[config.mk]
export PLATFORM = sky130hd
export DESIGN_NAME = multi_dot_fade_pattern_generator
export DESIGN_NICKNAME = d
export VERILOG_FILES = /design/src/design/mdfpg_pkg.sv /design/src/design/mdfpg_div.sv /design/src/design/multi_dot_fade_pattern_generator.sv
export SDC_FILE = /design/constraint.sdc
export NUM_CORES = 2
export LEC_CHECK = 0
export BUFFER_PORTS_ARGS = -buffer_cell sky130_fd_sc_hd__buf_4
export CORE_MARGIN = 2
export CORE_UTILIZATION = 40
export DETAILED_ROUTE_END_ITERATION = 8
export GPL_ROUTABILITY_DRIVEN = 0
export PLACE_DENSITY = 0.6
export SYNTH_ARGS = -nofsm -noshare
export SYNTH_HDL_FRONTEND = slang
export SYNTH_SLANG_ARGS = --single-unit
[constraint.sdc]
create_clock -name clk_i -period 13.18 [get_ports clk_i]
set_input_delay 0.659 -clock clk_i [delete_from_list [all_inputs] [get_ports clk_i]]
set_output_delay 0.659 -clock clk_i [all_outputs]
set_load 0.005 [all_outputs]
[src/design/mdfpg_pkg.sv]
// Shared types and constants for the multi-dot fade pattern generator.
package mdfpg_pkg;

  localparam int TIME_W     = 16;
  localparam int LEVEL_W    = 8;
  localparam int PHASE_W    = 18;
  localparam int DOT_IDX_W  = 3;
  localparam int COUNT_W    = 4;
  localparam int CFG_IDX_W  = 3;
  localparam int CFG_DATA_W = 16;
  localparam int RAMP_NUM_W = TIME_W + LEVEL_W;

  localparam logic [LEVEL_W-1:0] FULL_LEVEL = 8'd255;

  // Register reset values
  localparam logic [TIME_W-1:0]  RST_DOWN_TIME     = 16'd300;
  localparam logic [TIME_W-1:0]  RST_FADE_IN_TIME  = 16'd500;
  localparam logic [TIME_W-1:0]  RST_UP_TIME       = 16'd0;
  localparam logic [TIME_W-1:0]  RST_FADE_OUT_TIME = 16'd500;
  localparam logic [LEVEL_W-1:0] RST_MIN_LEVEL     = 8'd0;
  localparam logic [TIME_W-1:0]  RST_DOT_LAG       = 16'd200;
  localparam logic [COUNT_W-1:0] RST_DOT_COUNT     = 4'd3;

  typedef enum logic [CFG_IDX_W-1:0] {
    CFG_DOWN_TIME     = 3'd0,
    CFG_FADE_IN_TIME  = 3'd1,
    CFG_UP_TIME       = 3'd2,
    CFG_FADE_OUT_TIME = 3'd3,
    CFG_MIN_LEVEL     = 3'd4,
    CFG_DOT_LAG       = 3'd5,
    CFG_DOT_COUNT     = 3'd6
  } cfg_idx_e;

  typedef enum logic [3:0] {
    ST_IDLE,
    ST_PH_DIV,
    ST_DOT,
    ST_DOT_DIV,
    ST_SEG,
    ST_MUL,
    ST_NUM,
    ST_RAMP_DIV,
    ST_OUT
  } state_e;

endpackage

[src/design/mdfpg_div.sv]
// Shared iterative restoring divider, one quotient bit per cycle.
module mdfpg_div #(
  parameter int DW = 24,
  parameter int VW = 18
) (
  input  logic          clk_i,
  input  logic          rst_ni,
  input  logic          start_i,
  input  logic [DW-1:0] dividend_i,
  input  logic [VW-1:0] divisor_i,
  output logic          done_o,
  output logic [DW-1:0] quot_o,
  output logic [VW-1:0] rem_o
);

  localparam int CW = $clog2(DW + 1);

  logic          busy_q, busy_d;
  logic          done_q, done_d;
  logic [CW-1:0] cnt_q, cnt_d;
  logic [DW-1:0] quo_q, quo_d;
  logic [VW-1:0] rem_q, rem_d;
  logic [VW-1:0] dvs_q, dvs_d;
  logic [VW:0]   trial;
  logic [VW:0]   diff;

  assign trial = {rem_q, quo_q[DW-1]};
  assign diff  = trial - {1'b0, dvs_q};

  always_comb begin
    busy_d = busy_q;
    done_d = 1'b0;
    cnt_d  = cnt_q;
    quo_d  = quo_q;
    rem_d  = rem_q;
    dvs_d  = dvs_q;
    if (start_i) begin
      busy_d = 1'b1;
      cnt_d  = CW'(DW);
      quo_d  = dividend_i;
      rem_d  = '0;
      dvs_d  = divisor_i;
    end else if (busy_q) begin
      // trial >= divisor when the subtraction does not borrow
      if (!diff[VW]) begin
        rem_d = diff[VW-1:0];
        quo_d = {quo_q[DW-2:0], 1'b1};
      end else begin
        rem_d = trial[VW-1:0];
        quo_d = {quo_q[DW-2:0], 1'b0};
      end
      cnt_d = cnt_q - 1'b1;
      if (cnt_q == CW'(1)) begin
        busy_d = 1'b0;
        done_d = 1'b1;
      end
    end
  end

  always_ff @(posedge clk_i or negedge rst_ni) begin
    if (!rst_ni) begin
      busy_q <= 1'b0;
      done_q <= 1'b0;
      cnt_q  <= '0;
    end else begin
      busy_q <= busy_d;
      done_q <= done_d;
      cnt_q  <= cnt_d;
    end
  end

  always_ff @(posedge clk_i) begin
    quo_q <= quo_d;
    rem_q <= rem_d;
    dvs_q <= dvs_d;
  end

  assign done_o = done_q;
  assign quot_o = quo_q;
  assign rem_o  = rem_q;

endmodule

[src/design/multi_dot_fade_pattern_generator.sv]
// Top level of the multi-dot trapezoidal fade pattern generator.
//
// Input channel (in_valid_i / in_stall_o / delta_ms_i): one word is a tick
// carrying signed milliseconds since the previous tick. The phase advances
// by that amount and wraps into the period down + fade-in + up + fade-out.
// Output channel (out_valid_o / out_stall_i): one word per dot in use, in
// dot order, with dot_index_o, level_o (255 = full) and last_dot_o set on
// the final dot. A zero dot count updates the phase and sends nothing.
// Config port: cfg_we_i writes cfg_wdata_i into register cfg_idx_i; write
// only while no tick is in flight.
// Datapath: one shared restoring divider (DW = 24 bits at MAX_DOTS = 8, one
// bit per cycle) does every wrap and every ramp division. A tick runs the
// phase wrap, then per dot the wrap, the segment decode and, on a ramp,
// the multiply and the divide; a zero period skips every wrap.
// in_stall_o is high from acceptance until the sequencer is idle again.
// A stall on the output simply holds the current dot word and the sequencer.
// Reset: the config registers return to their defaults, phase to zero, idle.
module multi_dot_fade_pattern_generator #(
  parameter int MAX_DOTS = 8
) (
  input  logic                                    clk_i,
  input  logic                                    rst_ni,
  // tick channel
  input  logic                                    in_valid_i,
  output logic                                    in_stall_o,
  input  logic signed [mdfpg_pkg::TIME_W-1:0]     delta_ms_i,
  // dot level channel
  output logic                                    out_valid_o,
  input  logic                                    out_stall_i,
  output logic [mdfpg_pkg::DOT_IDX_W-1:0]         dot_index_o,
  output logic [mdfpg_pkg::LEVEL_W-1:0]           level_o,
  output logic                                    last_dot_o,
  // config write port
  input  logic                                    cfg_we_i,
  input  logic [mdfpg_pkg::CFG_IDX_W-1:0]         cfg_idx_i,
  input  logic [mdfpg_pkg::CFG_DATA_W-1:0]        cfg_wdata_i
);

  import mdfpg_pkg::*;

  // Widths that follow from the dot bound: |phase - i * lag| needs MW bits
  localparam int LW = $clog2(MAX_DOTS);
  localparam int MW = 19 + LW;
  localparam int TW = MW + 1;
  localparam int DW = (MW > RAMP_NUM_W) ? MW : RAMP_NUM_W;
  localparam int IW = $clog2(MAX_DOTS + 1);

  // Config registers
  logic [TIME_W-1:0]  down_q, fin_q, up_q, fout_q;
  logic [LEVEL_W-1:0] min_q;
  logic [TIME_W-1:0]  lag_q;
  logic [COUNT_W-1:0] cnt_cfg_q;

  state_e state_q, state_d;

  logic [PHASE_W-1:0] phase_q;
  logic [PHASE_W-1:0] per_q, b1_q, b2_q, b3_q;
  logic [IW-1:0]      i_q, n_q;
  logic [DOT_IDX_W-1:0] dot_q;
  logic signed [TW-1:0] off_q;
  logic               neg_q;
  logic [PHASE_W-1:0] u_q;
  logic [TIME_W-1:0]  ofs_q, dvr_q;
  logic               ramp_in_q;
  logic [RAMP_NUM_W-1:0] prod_q;
  logic [LEVEL_W-1:0] level_q;

  // Combinational helpers
  logic [PHASE_W-1:0] b1_c, b2_c, b3_c, per_c;
  logic [IW-1:0]      n_c;
  logic signed [TW-1:0] phase_s, delta_s, lag_s, x_s;
  logic [MW-1:0]      x_mag, off_mag;
  logic [IW:0]        i_inc;
  logic [PHASE_W-1:0] wrap_c;
  logic [LEVEL_W-1:0] span;
  logic [RAMP_NUM_W-1:0] prod_c, num_c;
  logic               seg_ramp, seg_in;
  logic [LEVEL_W-1:0] seg_level;
  logic [PHASE_W-1:0] seg_ofs;
  logic               in_acc, out_acc;

  // Divider hookup
  logic               div_start, div_done;
  logic [DW-1:0]      div_dividend, div_quot;
  logic [PHASE_W-1:0] div_divisor, div_rem;

  mdfpg_div #(
    .DW(DW),
    .VW(PHASE_W)
  ) u_div (
    .clk_i      (clk_i),
    .rst_ni     (rst_ni),
    .start_i    (div_start),
    .dividend_i (div_dividend),
    .divisor_i  (div_divisor),
    .done_o     (div_done),
    .quot_o     (div_quot),
    .rem_o      (div_rem)
  );

  // Segment bounds and period
  assign b1_c  = PHASE_W'(down_q);
  assign b2_c  = b1_c + PHASE_W'(fin_q);
  assign b3_c  = b2_c + PHASE_W'(up_q);
  assign per_c = b3_c + PHASE_W'(fout_q);

  // Dot count saturates at the bound
  always_comb begin
    if (int'(cnt_cfg_q) > MAX_DOTS) begin
      n_c = IW'(MAX_DOTS);
    end else begin
      n_c = IW'(cnt_cfg_q);
    end
  end

  assign phase_s = TW'(phase_q);
  assign delta_s = TW'(delta_ms_i);
  assign lag_s   = TW'($signed(lag_q));
  assign x_s     = phase_s + delta_s;
  assign x_mag   = x_s[TW-1] ? MW'(-x_s) : x_s[MW-1:0];
  assign off_mag = off_q[TW-1] ? MW'(-off_q) : off_q[MW-1:0];

  // Mathematical wrap: a negative operand with nonzero remainder folds up
  assign wrap_c = (neg_q && (div_rem != '0)) ? (per_q - div_rem) : div_rem;

  assign i_inc = {1'b0, i_q} + {{IW{1'b0}}, 1'b1};

  // Envelope segment decode
  always_comb begin
    seg_ramp  = 1'b0;
    seg_in    = 1'b0;
    seg_level = min_q;
    seg_ofs   = '0;
    priority if (u_q < b1_q) begin
      seg_level = min_q;
    end else if (u_q < b2_q) begin
      seg_ramp = 1'b1;
      seg_in   = 1'b1;
      seg_ofs  = u_q - b1_q;
    end else if (u_q < b3_q) begin
      seg_level = FULL_LEVEL;
    end else begin
      seg_ramp = 1'b1;
      seg_ofs  = u_q - b3_q;
    end
  end

  // Ramp numerator: fade-in m*F + u*span, fade-out 255*F - u*span
  assign span   = FULL_LEVEL - min_q;
  assign prod_c = RAMP_NUM_W'(ofs_q) * RAMP_NUM_W'(span);
  assign num_c  = ramp_in_q
                ? (RAMP_NUM_W'(min_q) * RAMP_NUM_W'(dvr_q)) + prod_q
                : ({dvr_q, {LEVEL_W{1'b0}}} - RAMP_NUM_W'(dvr_q)) - prod_q;

  assign in_acc  = in_valid_i && !in_stall_o;
  assign out_acc = out_valid_o && !out_stall_i;

  // Next state
  always_comb begin
    state_d = state_q;
    unique case (state_q)
      ST_IDLE: begin
        if (in_valid_i) begin
          state_d = (per_c != '0) ? ST_PH_DIV : ST_DOT;
        end
      end
      ST_PH_DIV: begin
        if (div_done) state_d = ST_DOT;
      end
      ST_DOT: begin
        if (i_q == n_q) begin
          state_d = ST_IDLE;
        end else if (per_q == '0) begin
          state_d = ST_OUT;
        end else begin
          state_d = ST_DOT_DIV;
        end
      end
      ST_DOT_DIV: begin
        if (div_done) state_d = ST_SEG;
      end
      ST_SEG: begin
        state_d = seg_ramp ? ST_MUL : ST_OUT;
      end
      ST_MUL:  state_d = ST_NUM;
      ST_NUM:  state_d = ST_RAMP_DIV;
      ST_RAMP_DIV: begin
        if (div_done) state_d = ST_OUT;
      end
      ST_OUT: begin
        if (!out_stall_i) state_d = ST_DOT;
      end
      default: state_d = ST_IDLE;
    endcase
  end

  // Control outputs and divider operands
  always_comb begin
    in_stall_o   = 1'b1;
    out_valid_o  = 1'b0;
    div_start    = 1'b0;
    div_dividend = DW'(off_mag);
    div_divisor  = per_q;
    unique case (state_q)
      ST_IDLE: begin
        in_stall_o   = 1'b0;
        div_start    = in_valid_i && (per_c != '0);
        div_dividend = DW'(x_mag);
        div_divisor  = per_c;
      end
      ST_DOT: begin
        div_start = (i_q != n_q) && (per_q != '0);
      end
      ST_NUM: begin
        div_start    = 1'b1;
        div_dividend = DW'(num_c);
        div_divisor  = PHASE_W'(dvr_q);
      end
      ST_OUT: begin
        out_valid_o = 1'b1;
      end
      default: ;
    endcase
  end

  // Control state, phase and config registers
  always_ff @(posedge clk_i or negedge rst_ni) begin
    if (!rst_ni) begin
      state_q   <= ST_IDLE;
      phase_q   <= '0;
      i_q       <= '0;
      down_q    <= RST_DOWN_TIME;
      fin_q     <= RST_FADE_IN_TIME;
      up_q      <= RST_UP_TIME;
      fout_q    <= RST_FADE_OUT_TIME;
      min_q     <= RST_MIN_LEVEL;
      lag_q     <= RST_DOT_LAG;
      cnt_cfg_q <= RST_DOT_COUNT;
    end else begin
      state_q <= state_d;
      if (in_acc) begin
        i_q <= '0;
      end else if (out_acc) begin
        i_q <= i_inc[IW-1:0];
      end
      if (state_q == ST_PH_DIV && div_done) begin
        phase_q <= wrap_c;
      end
      if (cfg_we_i) begin
        case (cfg_idx_i)
          CFG_DOWN_TIME:     down_q    <= cfg_wdata_i;
          CFG_FADE_IN_TIME:  fin_q     <= cfg_wdata_i;
          CFG_UP_TIME:       up_q      <= cfg_wdata_i;
          CFG_FADE_OUT_TIME: fout_q    <= cfg_wdata_i;
          CFG_MIN_LEVEL:     min_q     <= cfg_wdata_i[LEVEL_W-1:0];
          CFG_DOT_LAG:       lag_q     <= cfg_wdata_i;
          CFG_DOT_COUNT:     cnt_cfg_q <= cfg_wdata_i[COUNT_W-1:0];
          default: ;
        endcase
      end
    end
  end

  // Working registers
  always_ff @(posedge clk_i) begin
    if (in_acc) begin
      per_q <= per_c;
      b1_q  <= b1_c;
      b2_q  <= b2_c;
      b3_q  <= b3_c;
      n_q   <= n_c;
      dot_q <= '0;
      neg_q <= x_s[TW-1];
      off_q <= phase_s;
    end
    if (state_q == ST_PH_DIV && div_done) begin
      off_q <= TW'(wrap_c);
    end
    if (state_q == ST_DOT) begin
      neg_q   <= off_q[TW-1];
      level_q <= FULL_LEVEL;
    end
    if (state_q == ST_DOT_DIV && div_done) begin
      u_q <= wrap_c;
    end
    if (state_q == ST_SEG) begin
      level_q   <= seg_level;
      ofs_q     <= seg_ofs[TIME_W-1:0];
      ramp_in_q <= seg_in;
      dvr_q     <= seg_in ? fin_q : fout_q;
    end
    if (state_q == ST_MUL) begin
      prod_q <= prod_c;
    end
    if (state_q == ST_RAMP_DIV && div_done) begin
      level_q <= div_quot[LEVEL_W-1:0];
    end
    if (out_acc) begin
      dot_q <= dot_q + 1'b1;
      off_q <= off_q - lag_s;
    end
  end

  assign dot_index_o = dot_q;
  assign level_o     = level_q;
  assign last_dot_o  = (i_inc == {1'b0, n_q});

endmodule

==> flow_summary.toml <==
[final_layout]
fillCellCount = 7792
areaGrowthSynthToFinish_pct = 9.66
fin_nets = 3905
register_area_um2 = 10300
multiInputGateArea_um2 = 20700
antennaDiodeCount = 0
final_layout_size_suffix_gt1_share_pct = 10.7
fin_area_um2 = 36000

[detailed_routing]
drc = 0
num_vias = 24400
wirelength_um = 91800
wl_per_cell_um = 20.6
met3RoutedLength_um = 5270
route.layer.met1.wl_um = 42100
drt-vias-per-instance = 5.48
dr.pass1.iters = 5
route.top_layer_used = "met4"
routed-wl-met2_um = 42000
drtIter0Drc = 1873
ant_nets = 0

[sta]
slew_viol_final = 0
period_needed_ps = 7480
hold_viol_final = 0
setup_viol = 0
max_slew.worst_pin.slew_ps = 1270
fmax_mhz = 134
grt_setup_unrepaired = "no"
maxSlewHeadroom_pct = 14.8
skew_ps = 44.3
setup-tns-final_ps = 0
finalWorstSetupSlack_ps = 5700
fin_crit_sh_pct = 56.8

[clock_network]
cts_resized = 0
post_cts_buffers = 0
cts_tree = "built"
cts_made_buffers = 44
insertion_delay_ps = 610
holdBufCountCts = 0
cts_max_level = 2
cts.path.max_buffers = 3
clkSinkCount = 368
cts_root_buf = "clkbuf_16"
clk_pin_slew_ps = 60

[logic_synthesis]
seq_area_frac_synth_pct = 31.3
avgSynthCellArea_um2 = 9.89
synth-seq-cells = 368
ys.flop_type = "edfxtp_1"
syn-num-nets = 3868
ys_warn_count = 0
syn_inst = 3316
synth.cell_area_um2 = 32800
synth.distinct_cells = 84
async_flop_share_pct = 34.0
synth_edf_count = 225

[place]
placed_cell_area_um2 = 34500
dpl.hpwl_um = 72100
port_buffers = 53
place_ws_ps = 5780

[die]
die_y_um = 290
start_util_pct = 40.2
die_w_um = 290
dieArea_um2 = 84300
pin_count = 54
core_area_um2 = 81600
rows = 105

[flow_run]
cap_viol_max_count = 0

[global_route]
grt_overflow = 0
grt_pass1_wl_um = 142000
grt_pass1_vias = 23900
antenna_found_initial = 4
grt_max_degree = 81
grt_usage_pct = 21.7

[run_status]
outcome = "completed"

[setup_path]
critical-path-max-stage-delay_ps = 770
crit_path_end_kind = "flop"
worstPathRequired_ps = 13520
worst-path-max-fanout = 80
worstSetupPathType = "reg2reg"
arrival_ps = 7830
critPathLaunchType = "flop"
crit_top_cell = "a21oi_1"
cp_slowest_cell = "buf_4"

[min_path]
hp-class = "in2async"
cells in the mapped netlist (all sizes together), types with 9 or more instances:
cell type,number,area (um^2)
nor2,175,657
o21ai,141,706
o41ai,10,95.1
a21boi,14,105
buf,13,83.8
clkbuf,84,315
or3,22,138
nor4,16,115
or2,12,75.1
a211oi,39,303
and3,15,93.8
fa,208,4160
ha,304,3800
a22oi,30,230
nand2,228,856
nor3,53,270
dfxtp,18,360
xor2,76,666
o22ai,21,131
inv,390,1460
and2,74,463
nand3,42,210
a21o,70,526
nor2b,98,613
o31a,9,78.8
o21a,38,285
o31ai,20,150
a31oi,22,144
a21oi,170,855
nand2b,99,619
xnor2,154,1350
o211ai,17,128
dfrtp,104,2600
mux2,140,1580
o21bai,22,165
dfstp,21,552
edfxtp,225,6760
nand4,9,56.3
placed cells by master (no fill, tap or decap), types with 99 or more instances in the layout:
master	synthesis	routed
inv_1	389	388
ha_1	304	304
nand2_1	228	228
edfxtp_1	225	225
fa_1	208	208
nor2_1	175	175
a21oi_1	169	169
xnor2_1	154	153
mux2_2	138	138
o21ai_0	132	132
dfrtp_1	104	104
nand2b_1	99	99
path summary, 6_finish.rpt:
check	start	to	slack [ps]	cells after the start
worst max-delay path	down_q[1]$_DFFE_PN0P_	u_div.quot_o[5]$_DFFE_PP_	5700	28
worst min register to register	down_q[1]$_DFFE_PN0P_	b1_q[1]$_DFFE_PP_	470	0
max in group asynchronous	rst_ni	lag_q[15]$_DFFE_PN0P_	11820	2
worst min-delay path	rst_ni	down_q[10]$_DFFE_PN0P_	40	1
min in group clk_i	cfg_wdata_i[9]	fout_q[9]$_DFFE_PN0P_	370	2
worst max register to register	down_q[1]$_DFFE_PN0P_	u_div.quot_o[5]$_DFFE_PP_	5700	28
critical path, delay by kind of cell (launching register included):
kind | cells | cell delay [ps]
adder cells (fa/ha/maj) | 3 | 990
multiplexers | 1 | 350
XOR/XNOR | 2 | 350
buffers and inverters | 1 | 770
AO/OA/AOI/OAI | 16 | 3320
AND/OR/NAND/NOR | 5 | 960
flip-flops | 1 | 400
stage by stage:
step | instances | util, % | hold WS, ps
2_1_floorplan | 3316 | - | 363
3_3_place_gp | 4377 | 42.2 | 454
3_5_place_dp | 4377 | 42.2 | 467
4_1_cts | 4459 | 44.1 | 32.5
5_1_grt | 4459 | 44.1 | 77.4
6_report | 4459 | 44.1 | 41.8
kinds of logic after synthesis:
group | synth area share (%)
AND/OR/NAND/NOR | 13.6
AO/OA/AOI/OAI | 13.9
adder cells (fa/ha/maj) | 24.3
buffers and inverters | 5.68
flip-flops | 31.3
XOR/XNOR | 6.14
multiplexers | 5.07
flip-flops by register name, summed over array words and instances, names as in the netlist, 17 cells and up:
signal,count
off_q,23
u_div.rem_o,18
per_q,18
u_div.quot_o,24
prod_q,24
b3_q,18
u_q,18
b2_q,17
u_div.dvs_q,18
phase_q,18
per-layer routing:
| metal | vias to the layer above | GRT usage [%] |
|---|---|---|
| met3 | 95 | 3.01 |
| met2 | 604 | 34.8 |
| met1 | 12100 | 30.7 |
| li1 | 11600 | - |
| met4 | 0 | 5.73 |
| met5 | - | 0 |
final cells by class:
class	instances	area share, %
Sequential cell	368	28.5
Clock inverter	14	0.595
Multi-Input combinational cell	2461	57.6
Timing Repair Buffer	88	1.85
Tap cell	1070	3.72
Inverter	390	4.07
Clock buffer	68	3.62
Power is not shown: default switching activity piles up to over one toggle a cycle in this logic, so the estimate is an artifact.
